[src/rtl/vip_pkg.sv]
// ----------------------------------------------------------------------------
// vip_pkg
// Types and constants of the identification header parser.
// ----------------------------------------------------------------------------
`timescale 1ns / 1ps

package vip_pkg;

  localparam int unsigned OUT_TDATA_W = 184;
  localparam int unsigned OUT_TUSER_W = 2;

  typedef enum logic [2:0] {
    ST_OK        = 3'd0,
    ST_BAD_MAGIC = 3'd1,
    ST_SHORT     = 3'd2,
    ST_VERSION   = 3'd3,
    ST_CHANNELS  = 3'd4,
    ST_RATE      = 3'd5,
    ST_BLOCKSIZE = 3'd6,
    ST_FRAMING   = 3'd7
  } status_e;

  typedef enum logic [1:0] {
    KIND_NONE    = 2'd0,
    KIND_IDENT   = 2'd1,
    KIND_COMMENT = 2'd2,
    KIND_SETUP   = 2'd3
  } kind_e;

  localparam logic [7:0] TYPE_IDENT   = 8'h01;
  localparam logic [7:0] TYPE_COMMENT = 8'h03;
  localparam logic [7:0] TYPE_SETUP   = 8'h05;

  localparam logic [3:0] BLOCK_EXP_MIN = 4'd6;
  localparam logic [3:0] BLOCK_EXP_MAX = 4'd13;

  // Byte positions
  localparam logic [4:0] POS_MAGIC_END = 5'd6;
  localparam logic [4:0] POS_VER_LO    = 5'd7;
  localparam logic [4:0] POS_VER_HI    = 5'd10;
  localparam logic [4:0] POS_CHAN      = 5'd11;
  localparam logic [4:0] POS_RATE_LO   = 5'd12;
  localparam logic [4:0] POS_RATE_HI   = 5'd15;
  localparam logic [4:0] POS_BR_LO     = 5'd16;
  localparam logic [4:0] POS_BR_HI     = 5'd27;
  localparam logic [4:0] POS_BLOCK     = 5'd28;
  localparam logic [4:0] POS_FRAMING   = 5'd29;
  localparam logic [4:0] POS_MAX       = 5'd31;
  // A full identification header is 30 bytes, so its last byte sits here
  localparam logic [4:0] POS_ID_LAST   = 5'd29;

  // "vorbis"
  localparam logic [5:0][7:0] MAGIC = {8'h73, 8'h69, 8'h62, 8'h72, 8'h6F, 8'h76};

  typedef struct packed {
    logic [7:0] data;
    logic       last;
  } beat_t;

  typedef struct packed {
    logic [4:0]       pos;
    logic [7:0]       type_byte;
    logic             magic_ok;
    logic [31:0]      version;
    logic [7:0]       channels;
    logic [31:0]      rate;
    logic [2:0][31:0] bitrate;
    logic [7:0]       block_byte;
    logic             framing;
  } fields_t;

  localparam fields_t FIELDS_RST = '{
    pos:        5'd0,
    type_byte:  8'd0,
    magic_ok:   1'b1,
    version:    32'd0,
    channels:   8'd0,
    rate:       32'd0,
    bitrate:    '0,
    block_byte: 8'd0,
    framing:    1'b0
  };

endpackage

[src/rtl/vip_in_stage.sv]
// ----------------------------------------------------------------------------
// vip_in_stage
// Input register for incoming packet bytes.
// ----------------------------------------------------------------------------
`timescale 1ns / 1ps

module vip_in_stage (
  input  logic           clk_i,
  input  logic           rst_ni,
  input  logic           s_axis_tvalid,
  output logic           s_axis_tready,
  input  logic [7:0]     s_axis_tdata,   // [7:0] data_byte
  input  logic           s_axis_tlast,
  input  logic           take_i,
  output logic           valid_o,
  output vip_pkg::beat_t beat_o
);

  logic           valid_q;
  vip_pkg::beat_t beat_q;

  // Register is free when empty or drained this cycle
  assign s_axis_tready = !valid_q || take_i;

  always_ff @(posedge clk_i or negedge rst_ni) begin
    if (!rst_ni) begin
      valid_q <= 1'b0;
    end else if (s_axis_tready) begin
      valid_q <= s_axis_tvalid;
    end
  end

  always_ff @(posedge clk_i) begin
    if (s_axis_tready && s_axis_tvalid) begin
      beat_q.data <= s_axis_tdata;
      beat_q.last <= s_axis_tlast;
    end
  end

  assign valid_o = valid_q;
  assign beat_o  = beat_q;

endmodule

[src/rtl/vip_fields.sv]
// ----------------------------------------------------------------------------
// vip_fields
// Byte position, magic match and identification field registers.
// ----------------------------------------------------------------------------
`timescale 1ns / 1ps

module vip_fields (
  input  logic             clk_i,
  input  logic             rst_ni,
  input  logic             step_i,
  input  vip_pkg::beat_t   beat_i,
  output vip_pkg::fields_t fields_o
);

  vip_pkg::fields_t fields_q;
  vip_pkg::fields_t fields_d;
  vip_pkg::fields_t upd;
  logic [4:0]       pos;
  logic [4:0]       off;
  logic [2:0]       magic_idx;

  assign pos = fields_q.pos;

  // Fields as they stand once the current byte is folded in; pos stays at
  // the position of the current byte.
  always_comb begin
    upd       = fields_q;
    off       = pos - vip_pkg::POS_VER_LO;
    magic_idx = 3'(pos - 5'd1);
    case (pos) inside
      5'd0: begin
        upd.type_byte = beat_i.data;
      end
      [5'd1:vip_pkg::POS_MAGIC_END]: begin
        if (beat_i.data != vip_pkg::MAGIC[magic_idx]) begin
          upd.magic_ok = 1'b0;
        end
      end
      [vip_pkg::POS_VER_LO:vip_pkg::POS_VER_HI]: begin
        upd.version[8*off[1:0] +: 8] = beat_i.data;
      end
      vip_pkg::POS_CHAN: begin
        upd.channels = beat_i.data;
      end
      [vip_pkg::POS_RATE_LO:vip_pkg::POS_RATE_HI]: begin
        upd.rate[8*pos[1:0] +: 8] = beat_i.data;
      end
      [vip_pkg::POS_BR_LO:vip_pkg::POS_BR_HI]: begin
        // word index is (pos - 16) / 4, lane is pos mod 4
        upd.bitrate[pos[3:2]][8*pos[1:0] +: 8] = beat_i.data;
      end
      vip_pkg::POS_BLOCK: begin
        upd.block_byte = beat_i.data;
      end
      vip_pkg::POS_FRAMING: begin
        upd.framing = beat_i.data[0];
      end
      default: begin
      end
    endcase
  end

  always_comb begin
    fields_d = upd;
    if (pos != vip_pkg::POS_MAX) begin
      fields_d.pos = pos + 5'd1;
    end
    if (beat_i.last) begin
      fields_d = vip_pkg::FIELDS_RST;
    end
  end

  always_ff @(posedge clk_i or negedge rst_ni) begin
    if (!rst_ni) begin
      fields_q <= vip_pkg::FIELDS_RST;
    end else if (step_i) begin
      fields_q <= fields_d;
    end
  end

  assign fields_o = upd;

endmodule

[src/rtl/vip_result.sv]
// ----------------------------------------------------------------------------
// vip_result
// Header checks and the result register on the output stream.
// ----------------------------------------------------------------------------
`timescale 1ns / 1ps

module vip_result (
  input  logic                            clk_i,
  input  logic                            rst_ni,
  input  logic                            load_i,
  input  vip_pkg::fields_t                fields_i,
  output logic                            free_o,
  output logic                            m_axis_tvalid,
  input  logic                            m_axis_tready,
  // [2:0] status, [34:3] stream_version, [42:35] channels,
  // [74:43] audio_rate, [106:75] bitrate_max, [138:107] bitrate_nom,
  // [170:139] bitrate_min, [174:171] block_exp_small,
  // [178:175] block_exp_large, [183:179] zero
  output logic [vip_pkg::OUT_TDATA_W-1:0] m_axis_tdata,
  output logic [vip_pkg::OUT_TUSER_W-1:0] m_axis_tuser    // [1:0] packet_kind
);

  logic                            valid_q;
  logic [vip_pkg::OUT_TDATA_W-1:0] tdata_q;
  logic [vip_pkg::OUT_TDATA_W-1:0] tdata_d;
  vip_pkg::kind_e                  kind_q;
  vip_pkg::kind_e                  kind;
  vip_pkg::status_e                status;
  logic [3:0]                      bs;
  logic [3:0]                      bl;
  logic                            bs_bad;
  logic                            bl_bad;
  logic                            is_header;

  assign bs = fields_i.block_byte[3:0];
  assign bl = fields_i.block_byte[7:4];
  assign bs_bad = (bs < vip_pkg::BLOCK_EXP_MIN) || (bs > vip_pkg::BLOCK_EXP_MAX);
  assign bl_bad = (bl < vip_pkg::BLOCK_EXP_MIN) || (bl > vip_pkg::BLOCK_EXP_MAX);
  assign is_header = (fields_i.pos >= vip_pkg::POS_MAGIC_END) && fields_i.magic_ok;

  always_comb begin
    kind = vip_pkg::KIND_NONE;
    if (is_header) begin
      case (fields_i.type_byte)
        vip_pkg::TYPE_IDENT:   kind = vip_pkg::KIND_IDENT;
        vip_pkg::TYPE_COMMENT: kind = vip_pkg::KIND_COMMENT;
        vip_pkg::TYPE_SETUP:   kind = vip_pkg::KIND_SETUP;
        default:               kind = vip_pkg::KIND_NONE;
      endcase
    end
  end

  always_comb begin
    tdata_d = '0;
    if (kind != vip_pkg::KIND_IDENT) begin
      status = vip_pkg::ST_BAD_MAGIC;
    end else if (fields_i.pos < vip_pkg::POS_ID_LAST) begin
      status = vip_pkg::ST_SHORT;
    end else begin
      if (fields_i.version != 32'd0) begin
        status = vip_pkg::ST_VERSION;
      end else if (fields_i.channels == 8'd0) begin
        status = vip_pkg::ST_CHANNELS;
      end else if (fields_i.rate == 32'd0) begin
        status = vip_pkg::ST_RATE;
      end else if (bs_bad || bl_bad || (bs > bl)) begin
        status = vip_pkg::ST_BLOCKSIZE;
      end else if (!fields_i.framing) begin
        status = vip_pkg::ST_FRAMING;
      end else begin
        status = vip_pkg::ST_OK;
      end
      tdata_d[34:3]    = fields_i.version;
      tdata_d[42:35]   = fields_i.channels;
      tdata_d[74:43]   = fields_i.rate;
      tdata_d[106:75]  = fields_i.bitrate[0];
      tdata_d[138:107] = fields_i.bitrate[1];
      tdata_d[170:139] = fields_i.bitrate[2];
      tdata_d[174:171] = bs;
      tdata_d[178:175] = bl;
    end
    tdata_d[2:0] = status;
  end

  assign free_o = !valid_q || m_axis_tready;

  always_ff @(posedge clk_i or negedge rst_ni) begin
    if (!rst_ni) begin
      valid_q <= 1'b0;
    end else if (load_i) begin
      valid_q <= 1'b1;
    end else if (m_axis_tready) begin
      valid_q <= 1'b0;
    end
  end

  always_ff @(posedge clk_i) begin
    if (load_i) begin
      tdata_q <= tdata_d;
      kind_q  <= kind;
    end
  end

  assign m_axis_tvalid = valid_q;
  assign m_axis_tdata  = tdata_q;
  assign m_axis_tuser  = kind_q;

endmodule

[src/rtl/vorbis_id_header_parser_top.sv]
// ----------------------------------------------------------------------------
// vorbis_id_header_parser_top
// Header packet parser, one byte per beat, one result beat per packet.
// ----------------------------------------------------------------------------
// Usage:
//   s_axis carries one packet byte per beat in tdata; tlast marks the final
//   byte of the packet. m_axis carries one beat per packet: tuser holds the
//   packet kind, tdata the check status and the identification fields.
//   Non-identification and short packets return zeros in the field bits.
//   Throughput is one byte per cycle while no last byte is held, set by the
//   single register-to-register pass through the field and check logic. A
//   last byte passes through the input register and then the result
//   register, which drives m_axis_tvalid; it waits in the input register
//   while a stalled result beat still occupies the result register.
//   Bytes past position 29 are dropped; the position counter saturates at 31.
//   Reset clears the position and field registers, sets the magic match
//   flag and empties both register stages. While a result beat waits on
//   m_axis_tready, body bytes keep flowing; only a last byte holds in the
//   input register, which then backpressures s_axis.
// ----------------------------------------------------------------------------
`timescale 1ns / 1ps

module vorbis_id_header_parser_top (
  input  logic                            clk_i,
  input  logic                            rst_ni,
  input  logic                            s_axis_tvalid,
  output logic                            s_axis_tready,
  input  logic [7:0]                      s_axis_tdata,   // [7:0] data_byte
  input  logic                            s_axis_tlast,   // last_byte
  output logic                            m_axis_tvalid,
  input  logic                            m_axis_tready,
  // [2:0] status, [34:3] stream_version, [42:35] channels,
  // [74:43] audio_rate, [106:75] bitrate_max, [138:107] bitrate_nom,
  // [170:139] bitrate_min, [174:171] block_exp_small,
  // [178:175] block_exp_large, [183:179] zero
  output logic [vip_pkg::OUT_TDATA_W-1:0] m_axis_tdata,
  output logic [vip_pkg::OUT_TUSER_W-1:0] m_axis_tuser    // [1:0] packet_kind
);

  logic             in_valid;
  vip_pkg::beat_t   beat;
  vip_pkg::fields_t fields;
  logic             out_free;
  logic             take;
  logic             load;

  // A last byte waits until the result register can take its beat
  assign take = in_valid && (!beat.last || out_free);
  assign load = take && beat.last;

  vip_in_stage u_in (
    .clk_i         (clk_i),
    .rst_ni        (rst_ni),
    .s_axis_tvalid (s_axis_tvalid),
    .s_axis_tready (s_axis_tready),
    .s_axis_tdata  (s_axis_tdata),
    .s_axis_tlast  (s_axis_tlast),
    .take_i        (take),
    .valid_o       (in_valid),
    .beat_o        (beat)
  );

  vip_fields u_fields (
    .clk_i    (clk_i),
    .rst_ni   (rst_ni),
    .step_i   (take),
    .beat_i   (beat),
    .fields_o (fields)
  );

  vip_result u_result (
    .clk_i         (clk_i),
    .rst_ni        (rst_ni),
    .load_i        (load),
    .fields_i      (fields),
    .free_o        (out_free),
    .m_axis_tvalid (m_axis_tvalid),
    .m_axis_tready (m_axis_tready),
    .m_axis_tdata  (m_axis_tdata),
    .m_axis_tuser  (m_axis_tuser)
  );

endmodule

[config.mk]
export PLATFORM = sky130hd
export DESIGN_NAME = vorbis_id_header_parser_top
export DESIGN_NICKNAME = d
export VERILOG_FILES = /design/src/rtl/vip_pkg.sv /design/src/rtl/vip_in_stage.sv /design/src/rtl/vip_fields.sv /design/src/rtl/vip_result.sv /design/src/rtl/vorbis_id_header_parser_top.sv
export SDC_FILE = /design/constraint.sdc
export NUM_CORES = 1
export LEC_CHECK = 0
export BUFFER_PORTS_ARGS = -buffer_cell sky130_fd_sc_hd__buf_2
export CORE_MARGIN = 3
export CORE_UTILIZATION = 25
export CTS_CLUSTER_SIZE = 14
export DETAILED_ROUTE_END_ITERATION = 7
export PLACE_DENSITY = 0.52
export SYNTH_ARGS = -nofsm -noshare
export SYNTH_HDL_FRONTEND = slang
export SYNTH_SLANG_ARGS = --single-unit
export TNS_END_PERCENT = 50
[constraint.sdc]
create_clock -name clk_i -period 14.7 [get_ports clk_i]
set_input_delay 1.47 -clock clk_i [delete_from_list [all_inputs] [get_ports clk_i]]
set_output_delay 1.47 -clock clk_i [all_outputs]
set_load 0.005 [all_outputs]
---- After elaboration in Yosys (flattened, before gate mapping) ----
Memory sizes are Yosys's and may differ from the RTL's.
Cells that the tools add are included.
word-level totals
  memories ................................ 1
  input port bits ......................... 13
  ROM bits ................................ 64
  flip-flop bits (word level) ............. 383
  output and inout bits ................... 188
  logic and storage cells ................. 139
cells by class
  add/sub/neg operators ................... 5
  muxes and demuxes ....................... 55
  reductions and logical operators ........ 28
  shifts and indexed selects .............. 4
  order comparisons ....................... 18
  equality and inequality tests ........... 9
memories
  memory            depth  bits a word  read ports  clocked after Yosys merged registers in  write ports  RTL line          RTL
  (name not given)  8      8            1           0                                        0            vip_fields.sv:35  if (beat_i.data != vip_pkg::MAGIC[magic_idx]) begin
operator list
  cell                     number
  $mux 96                  6
  $mux 32                  9
  $mux 191                 1
  $mux 8                   13
  $bwmux 96                1
  $neg 5->34               2
  $shift 8x34->32 const A  2
  $shiftx 8x34->32         2
  $bwmux 32                2
  $demux 32 s2             1
  $logic_not 32->1         1
  $reduce_bool 32->1       1
  $mux 1                   13
  $mux 3                   4
  $eq 5x5->1 const B       2
  $ge 5x3->1 const B       2
  $le 5x4->1 const B       2
  $logic_and 1x1->1        9
  $eq 8x1->1 const B       1
  $eq 8x2->1 const B       1
  $eq 8x3->1 const B       1
  $gt 4x4->1 const B       2
  $logic_not 8->1          1
  $lt 4x3->1 const B       2
  27 further kinds         38

---- Logic depth before layout (Yosys ltp) ----
Gate-level depths: netlist of the first run.
  depth after elaboration ................. 17
  mapped depth ............................ 20
  mapped depth without buffers ............ 16

---- By module ----
A second synthesis of the first run with hierarchy kept.
unflattened totals
  cells, all modules ...................... 1561
  area total of the unflattened synthesis .. 17563.1 sq um
by module, submodules not included
  module                       seq. area each (sq um)  area an instance (sq um)  cells each  instances
  vip_fields                   4780.8                  9952.0                    1097        1
  vip_result                   5460.2                  7268.2                    448         1
  vip_in_stage                 295.3                   324.1                     13          1
  vorbis_id_header_parser_top  0.0                     18.8                      3           1

---- Worst setup path before layout of the first run ----
OpenSTA, ideal clock, no wires.
  path kind ............................... input to register
  start ................................... input port m_axis_tready
  end ..................................... register u_result.tdata_q, in the netlist u_result.m_axis_tdata[0] (enable)
  stages on the path ...................... 3
  setup time .............................. 0.566 ns
  path buffers ............................ 0
  arrival time ............................ 5.843 ns
  data required time ...................... 14.134 ns
  slack ................................... 8.290 ns
  cell sequence ........................... inv_1 -> nand3_1 -> and3_1
between the ends
  word-level cells in the longest chain between the ends .. 4
RTL lines
  what                  RTL line                           RTL
  start, declared       vorbis_id_header_parser_top.sv:31  input logic m_axis_tready,
  $logic_or 1x1->1      vip_result.sv:85                   assign free_o = !valid_q || m_axis_tready;
  $logic_or 1x1->1      vorbis_id_header_parser_top.sv:48  assign take = in_valid && (!beat.last || out_free);
  $logic_and 1x1->1     vorbis_id_header_parser_top.sv:48
  $logic_and 1x1->1     vorbis_id_header_parser_top.sv:49  assign load = take && beat.last;
  via load              vorbis_id_header_parser_top.sv:45  logic load;
  end signal, assigned  vip_result.sv:99                   tdata_q <= tdata_d;
  end, declared         vip_result.sv:24                   logic [vip_pkg::OUT_TDATA_W-1:0] tdata_q;
The timed path passes the listed nets, and every way through them passes these cells.
A chain may end at the register's enable or synchronous reset.

==> key figures, run 1 <==
Setup path
  • Arrival @ worst endpoint: 5.12 ns
  • Worst path max stage delay: 0.60 ns
  • Setup Crit Path Kind: register to register
  • Worst setup EP type: register
  • Kind of start point of the critical path: register
  • Worst Setup SP: u_fields.pos[0]$_DFFE_PN0P_
  • Reg2reg setup slack: 9.90 ns
  • Worst Path Required: 15.03 ns
  • Crit-path cells: ha_1 -> and3_1 -> ha_1 -> nor2_1 -> nand4_1 -> mux2i_1 -> inv_1 -> ha_1 -> nor2b_1 -> o21ai_0 -> nand2b_1 -> a21oi_1 -> o221ai_1 -> nor2_1 -> nor2_1 -> o31a_1
  • FF-to-FF Start: u_fields.pos[0]$_DFFE_PN0P_
  • Crit Path Max Fanout: 19
  • CP top delay family: simple AND/OR/NAND/NOR gates
  • Crit-path slowest cell: dfrtp_1
  • Crit path buf inv count: 1

Placed design
  • Gpl congestion: 0.817
  • PortBufs: 195
  • HPWL after DPL: 36.9 mm

Pwr
  • Clk pwr share: 41.8%
  • Pleak: 7.99 nW
  • P_sw: 781 uW
  • Switching share of power: 28.2%
  • Pwr per Cell Area: 133 nW/um^2
  • P_int: 1.99 mW
  • Comb pwr share: 13.7%
  • Reg power frac: 44.5%
  • VDD IR max: 0.0000625 V

Clock network
  • Hold buffers post-CTS: 0
  • Clock transition at path regs: 0.06 ns
  • Worst-Skew Late Latency: 0.58 ns
  • Root buf cell: clkbuf_16
  • CTS resizes: 0
  • Clk buf depth: 3
  • CTS Sinks: 383
  • Postcts setup bufs: 0
  • CTS H-Tree Depth: 2
  • CTS tree: yes
  • CTS Buf Count: 43

Drt
  • DRC: 0
  • Avg Vias per Cell: 4.85
  • DRT iter0 DRCs: 1323
  • Wirelength per Cell: 19.6 um
  • Pre-antenna DRT Iters: 5
  • Routed wire length: 55.8 mm
  • Post-route ant nets: 0
  • Vias post-DR: 13.8k

Die
  • Row count: 96
  • Starting density of the core: 25.4%
  • Die height: 271 um
  • Core area: 69100 sq um
  • Die Area: 73300 sq um
  • IO Pins: 201
  • Die Wd: 271 um

STA
  • Tightest Pin Transition: 1.18 ns
  • Final min period: 4.80 ns
  • Slew HR: 21.3%
  • Hold Fails Final Rpt: 0
  • Setup TNS: 0 ns
  • Period Utilization, post-route: 32.6%
  • Final Max Tran Viols: 0
  • Hold WS: 0.480 ns
  • Setup-failing EPs final: 0
  • Setup Skew: 0.0275 ns
  • Unrepaired setup endpoints after global routing: false
  • Maximum clock frequency: 208 MHz

Cells and area
  • Register cell area after layout: 10500 sq um
  • NumNets Final: 1910
  • Multi-input gate area: 6440 sq um
  • Share of cells above drive strength 1: 15.8%
  • Area grow syn2layout: 19.1%
  • Fillers: 7159
  • ANT cells: 0

Min path
  • Hold path start: u_fields.fields_q[45]$_DFFE_PN0P_
  • Worst Hold Class: register to register

Logic synthesis
  • Synth area leader: edfxtp_1
  • Top FF cell, synth: dfrtp_1
  • Sequential-to-total area share from yosys stat: 60.1%
  • Async S/R FF share, synth: 50.4%
  • Distinct cells, synth: 59
  • Most instantiated library cell after synthesis: nand2_1
  • Synth area leaders: edfxtp_1, dfrtp_1, nand2_1, nor2_1, a21oi_1
  • Top cell type's share of synthesized area: 32.6%
  • Cell count after synthesis: 1752
  • Post-synth EDFFs: 190
  • FF+latch count, synth: 383
  • Syn Area/Cell: 10.0 sq um
  • Synthesis warning total: 0
  • Synth cell count leaders: nand2_1, nor2_1, dfrtp_1
  • Syn Std Cell Area: 17500 sq um

Global route
  • Global-route usage over all layers: 14.8%
  • First-pass GRT wire length: 84.8 mm
  • Vias in the first global route: 13.5k
  • Grt ovf: 0
  • Initial antenna violation count: 2
  • Largest net degree at the start of global routing: 104

Flow run
  • Max-cap violations: 0

Run status
  • Status: finished, final reports clean
-- flip-flops by register name, indices dropped and copies added, names as in the netlist --
signal / cells
u_result.m_axis_tvalid: 1
u_in.beat_o: 9
u_result.m_axis_tuser: 2
u_fields.fields_q: 186
u_result.m_axis_tdata: 179
u_in.valid_o: 1
u_fields.pos: 5
-- metal layers --
layer  GRT usage (%)  routed length, um  vias up
li1                -                  -     6501
met1            20.6              25100     6823
met2            23.5              26100      427
met3            3.26               3530       63
met4            3.73               1060        0
met5               0                  0        -
-- final cells by class --
cell class	instances	share of cell area (%)
sequential	383	50.5
tap	931	5.58
multi-input combinational	1224	30.9
clock buffer	50	5.43
timing repair buffer	218	5.55
clock inverter	29	1.85
inverter	13	0.234
-- power by group through the flow --
stage	Combinational (mW)	Clock (mW)	Sequential [mW]
2_1_floorplan	0.249	0	1.24
3_3_place_gp	0.375	0	1.25
3_5_place_dp	0.382	0	1.25
4_1_cts	0.382	1.19	1.23
5_1_grt	0.421	1.23	1.24
6_report	0.379	1.16	1.23
-- worst paths after layout --
| kind | cells past startpoint | endpoint |
|---|---|---|
| hold reg to reg | 2 | u_fields.fields_q[45]$_DFFE_PN0P_ |
| setup / recovery | 16 | u_result.m_axis_tdata[1]$_SDFFCE_PP0P_ |
| min in group asynchronous | 1 | u_fields.fields_q[165]$_DFFE_PN0P_ |
| max in group asynchronous | 2 | u_fields.fields_q[61]$_DFFE_PN0P_ |
| setup reg to reg | 16 | u_result.m_axis_tdata[1]$_SDFFCE_PP0P_ |
| hold / removal | 2 | u_fields.fields_q[45]$_DFFE_PN0P_ |
-- stage by stage --
stage / std cells / instance area [sq um] / worst slack [ns] / util [%] / total power, mW
4_1_cts: 2848 / 20900 / 9.90 / 30.2 / 2.81
6_report: 2848 / 20900 / 9.90 / 30.2 / 2.77
2_1_floorplan: 1756 / 17500 / 8.29 / - / 1.49
3_5_place_dp: 2769 / 19400 / 9.94 / 28.0 / 1.63
5_1_grt: 2848 / 20900 / 9.51 / 30.2 / 2.89
3_3_place_gp: 2769 / 19400 / 10.05 / 28.0 / 1.63
-- kinds of logic (layout without fill, tap and decap cells) --
| kind of cell | Yosys count | in the layout | share of synthesized area (%) |
|---|---|---|---|
| mux | 30 | 30 | 1.72 |
| flops | 383 | 383 | 60.1 |
| simple gates | 687 | 687 | 16.7 |
| compound gates | 476 | 476 | 16.5 |
| buf+inv | 149 | 310 | 3.35 |
| fa+ha+maj | 14 | 14 | 1.00 |
| xor+xnor | 12 | 12 | 0.600 |
| other cells | 1 | 5 | 0.0214 |
-- worst min-delay path, cell delays in order, from the launching register on --
cell and delay, ns:
dfrtp_1 0.34, nand2_1 0.04, o21ai_0 0.06
-- cell usage in the layout, fill, tap and decap left out, drive strengths merged, types with 2 or more instances in the layout --
cell / synthesis / routed
nand2: 275 / 275
nor2: 273 / 273
buf: 10 / 217
dfrtp: 192 / 192
edfxtp: 190 / 190
o21ai: 176 / 176
a21oi: 154 / 154
a32oi: 56 / 56
clkbuf: 126 / 51
mux2i: 29 / 29
a22o: 25 / 25
a22oi: 23 / 23
nor3: 21 / 21
nand3: 20 / 20
clkinv: 0 / 17
nor4: 16 / 16
inv: 13 / 16
ha: 14 / 14
and2: 14 / 14
nand2b: 14 / 14
and3: 11 / 11
nand3b: 10 / 10
a21boi: 10 / 10
xor2: 9 / 9
nand4: 9 / 9
bufinv: 0 / 8
or4: 8 / 8
a32o: 7 / 7
conb: 1 / 5
nor2b: 5 / 5
nor3b: 5 / 5
a211oi: 4 / 4
xnor2: 3 / 3
a21o: 3 / 3
o211ai: 3 / 3
o211a: 2 / 2
o41ai: 2 / 2
o31ai: 2 / 2
or3: 2 / 2
No activity file was read; power rests on OpenSTA's default activity.
==> run 2: changes to the inputs <==
--- a/config.mk
+++ b/config.mk
@@ -5,6 +5,7 @@
 export SDC_FILE = /design/constraint.sdc
 export NUM_CORES = 1
 export LEC_CHECK = 0
+export ABC_AREA = 1
 export BUFFER_PORTS_ARGS = -buffer_cell sky130_fd_sc_hd__buf_2
 export CORE_MARGIN = 3
 export CORE_UTILIZATION = 25
==> constraint.sdc (replaced) <==
create_clock -name clk_i -period 4.5 [get_ports clk_i]
set_input_delay 0.45 -clock clk_i [delete_from_list [all_inputs] [get_ports clk_i]]
set_output_delay 0.45 -clock clk_i [all_outputs]
set_load 0.005 [all_outputs]
==> key figures, run 2 <==
Run status
  • Status: finished, final reports clean

Logic synthesis
  • Top cell type's share of synthesized area: 33.2% (+0.61 points)
  • Post-synth EDFFs: 190 (unchanged)
  • Simple-gate area share of the yosys netlist: 19.5% (+2.8 points)
  • Most instantiated library cell after synthesis: nand2_1
  • Distinct cells, synth: 38 (-36%)
  • Synth area leader: edfxtp_1
  • Top FF cell, synth: dfrtp_1
  • FF+latch count, synth: 383 (unchanged)
  • Mux share of post-synthesis cell area: 0.0655% (-1.7 points)
  • Cell count after synthesis: 1874 (+7.0%)
  • Synth area leaders: edfxtp_1, dfrtp_1, nand2_1, o21ai_0, nor2_1
  • Synth Area in Compound Gates: 11.2% (-5.3 points)
  • Post-Synth XOR/XNOR Area: 0.255% (-0.35 points)
  • Post-Synth Adder-Cell Area: 1.02% (+0.019 points)
  • Sequential-to-total area share from yosys stat: 61.2% (+1.1 points)
  • Synthesis warning total: 0 (unchanged)
  • Async S/R FF share, synth: 50.4% (unchanged)
  • Syn Std Cell Area: 17200 sq um (-1.8%)
  • Synth cell count leaders: nand2_1, nor2_1, o21ai_0
  • Main combinational cell family by area after synthesis: simple AND/OR/NAND/NOR gates
  • Syn Area/Cell: 9.18 sq um (-8.2%)

Setup path
  • Worst setup EP type: register
  • Reg2Reg Depth: 17 (+1)
  • FF-to-FF Start: u_fields.pos[0]$_DFFE_PN0P_
  • Worst flop-to-flop path endpoint: u_result.m_axis_tdata[1]$_SDFFCE_PP0P_
  • Arrival @ worst endpoint: 4.36 ns (-0.76 ns)
  • Reg2reg setup slack: 0.48 ns (-9.42 ns)
  • Critical Path Sink: u_result.m_axis_tdata[1]$_SDFFCE_PP0P_
  • WP depth: 17 (+1)
  • CP top delay family: simple AND/OR/NAND/NOR gates
  • Worst path max stage delay: 0.60 ns (about the same)
  • Worst Setup SP: u_fields.pos[0]$_DFFE_PN0P_
  • Crit-path slowest cell: o21ai_0
  • Crit-path cells: inv_1 -> ha_1 -> buf_4 -> nand3_1 -> o21ai_0 -> inv_2 -> ha_1 -> nand2_1 -> inv_1 -> o21ai_0 -> a32oi_1 -> nor2_1 -> nand3b_1 -> nand3_1 -> nand3_1 -> nand2_1 -> inv_1
  • Crit Path Max Fanout: 16 (-3)
  • Crit path buf inv count: 5 (+4)
  • Worst Path Required: 4.84 ns (-10.19 ns)
  • Setup Crit Path Kind: register to register
  • Kind of start point of the critical path: register

STA
  • Final Max Tran Viols: 0 (unchanged)
  • Setup TNS: 0 ns (unchanged)
  • Setup Skew: 0.0261 ns (-0.00135 ns)
  • Hold Fails Final Rpt: 0 (unchanged)
  • Setup-failing EPs final: 0 (unchanged)
  • Slew HR: 32.5% (+11 points)
  • Period Utilization, post-route: 89.4% (+57 points)
  • Unrepaired setup endpoints after global routing: false
  • Final min period: 4.02 ns (-0.777 ns)
  • Final setup margin: 0.478 ns (-9.42 ns)
  • Tightest Pin Transition: 1.01 ns (-0.169 ns)
  • Hold WS: 0.0286 ns (-0.452 ns)
  • Maximum clock frequency: 249 MHz (+19%)

Drt
  • Routed wire length: 54.6 mm (-2.1%)
  • Avg Vias per Cell: 4.64 (-4.4%)
  • Vias post-DR: 13.7k (-0.98%)
  • DRC: 0 (unchanged)
  • Pre-antenna DRT Iters: 5 (unchanged)
  • Post-route ant nets: 0 (unchanged)
  • Wirelength per Cell: 18.5 um (-5.5%)
  • DRT iter0 DRCs: 1115 (-16%)

Pwr
  • Comb pwr share: 10.4% (-3.3 points)
  • Pwr per Cell Area: 398 nW/um^2 (+200%)
  • Final total power: 8.13 mW (+190%)
  • Reg power frac: 47.7% (+3.2 points)
  • Pleak: 8.43 nW (+5.5%)
  • P_int: 5.88 mW (+200%)
  • Clk pwr share: 41.9% (about the same)
  • VDD IR max: 0.000207 V (+230%)
  • Switching share of power: 27.7% (-0.49 points)
  • P_sw: 2.25 mW (+190%)

Cells and area
  • Most common cell after layout, fill and taps aside: nand2_1
  • Fin area: 20400 sq um (-2.3%)
  • Max FFs per register: 186 (unchanged)
  • NumNets Final: 2072 (+8.5%)
  • ANT cells: 0 (unchanged)
  • Biggest register: u_fields.fields_q
  • Most frequent cells in the layout: nand2_1, nor2_1, o21ai_0
  • Share of cells above drive strength 1: 15.3% (-0.50 points)
  • Area grow syn2layout: 18.6%

Global route
  • Grt ovf: 0 (unchanged)
  • Largest net degree at the start of global routing: 120 (+15%)
  • Global-route usage over all layers: 15.0% (+0.14 points)
  • Initial antenna violation count: 0 (-2)
  • First-pass GRT wire length: 82.7 mm (-2.4%)
  • Vias in the first global route: 13.4k (-0.69%)

Die
  • IO Pins: 201 (unchanged)
  • Row count: 95 (-1.0%)
  • Die height: 268 um (-0.90%)
  • Die Wd: 268 um (-0.90%)
  • Core area: 67600 sq um (-2.1%)
  • Die Area: 72000 sq um (-1.8%)
  • Starting density of the core: 25.4% (+0.062 points)

Clock network
  • CTS resizes: 0 (unchanged)
  • CTS H-Tree Depth: 2 (unchanged)
  • Clk buf depth: 3 (unchanged)
  • Clock transition at path regs: 0.07 ns (about the same)
  • Root buf cell: clkbuf_16
  • Worst-Skew Late Latency: 0.59 ns (about the same)
  • CTS Buf Count: 41 (-4.7%)
  • CTS tree: yes
  • Postcts setup bufs: 0 (unchanged)
  • Hold buffers post-CTS: 0 (unchanged)
  • CTS Sinks: 383 (unchanged)

Placed design
  • Placed Instance Area: 19100 sq um (-1.5%)
  • HPWL after DPL: 37.8 mm (+2.4%)
  • Gpl congestion: 0.927 (+14%)
  • PortBufs: 195 (unchanged)
  • Place WS: 0.586 ns (-9.36 ns)

Min path
  • Worst Hold Class: primary input to async pin

Flow run
  • Max-cap violations: 0 (unchanged)
run 2: cell count changes after synthesis, sizes merged, moves of 15 or more:
| cell | change |
|---|---|
| mux2i | -29 |
| inv | +154 |
| nor2 | +35 |
| nor4 | -15 |
| nand2 | +183 |
| o21ai | +120 |
| clkbuf | -74 |
| a22oi | -23 |
| o22ai | +52 |
| a21oi | -140 |
| a22o | -25 |
| a32oi | -55 |
| buf | +35 |
run 2: power by group through the flow:
stage | sequential (mW) | clock (mW) | combinational, mW
after floorplan | 3.92 | 0 | 0.490
after global placement | 3.95 | 0 | 0.837
after detailed placement | 3.95 | 0 | 0.845
after CTS | 3.88 | 3.50 | 0.848
after global routing | 3.88 | 3.63 | 0.937
final | 3.87 | 3.41 | 0.844
run 2: layer usage:
layer  global-route usage [%]  share of wire (%)  vias up
met1                     20.0                 43     6669
met3                     2.50                5.9      108
met2                     24.4                 47      404
met5                        0                  0        -
li1                         -                  -     6497
met4                     5.82                3.6        0
run 2: final cells by class:
cell class	count	area, sq um
Clock buffer	45	1050
Clock inverter	31	284
Fill cell	7020	47200
Inverter	168	634
Multi-Input combinational cell	1230	5550
Sequential cell	383	10500
Tap cell	873	1090
Timing Repair Buffer	221	1250
run 2: worst min-delay path by stage:
stage | startpoint | endpoint | slack (ns)
CTS | s_axis_tdata[0] | u_in.beat_o[1]$_DFFE_PP_ | 0.02
finish | rst_ni | u_fields.fields_q[171]$_DFFE_PN0P_ | 0.03
global route | s_axis_tdata[2] | u_in.beat_o[3]$_DFFE_PP_ | 0.03
detailed placement | u_fields.fields_q[102]$_DFFE_PN0P_ | u_fields.fields_q[102]$_DFFE_PN0P_ | 0.47
global placement | u_fields.fields_q[104]$_DFFE_PN0P_ | u_fields.fields_q[104]$_DFFE_PN0P_ | 0.46
floorplan | rst_ni | u_fields.fields_q[0]$_DFFE_PN0P_ | 0.15
run 2: stage by stage:
step / instances / util [%]
floorplan: 1878 / -
finish: 2951 / 30.2
detailed placement: 2875 / 28.2
global placement: 2875 / 28.2
global route: 2951 / 30.2
CTS: 2951 / 30.2
run 2: kinds of logic (layout without fill, tap and decap cells):
| kind of cell | count (synthesis) | after routing |
|---|---|---|
| AND/OR/NAND/NOR | 838 | 838 |
| flip-flops | 383 | 383 |
| AO/OA/AOI/OAI | 367 | 367 |
| buffers and inverters | 265 | 465 |
| adder cells (fa/ha/maj) | 14 | 14 |
| XOR/XNOR | 5 | 5 |
| other | 1 | 5 |
| multiplexers | 1 | 1 |
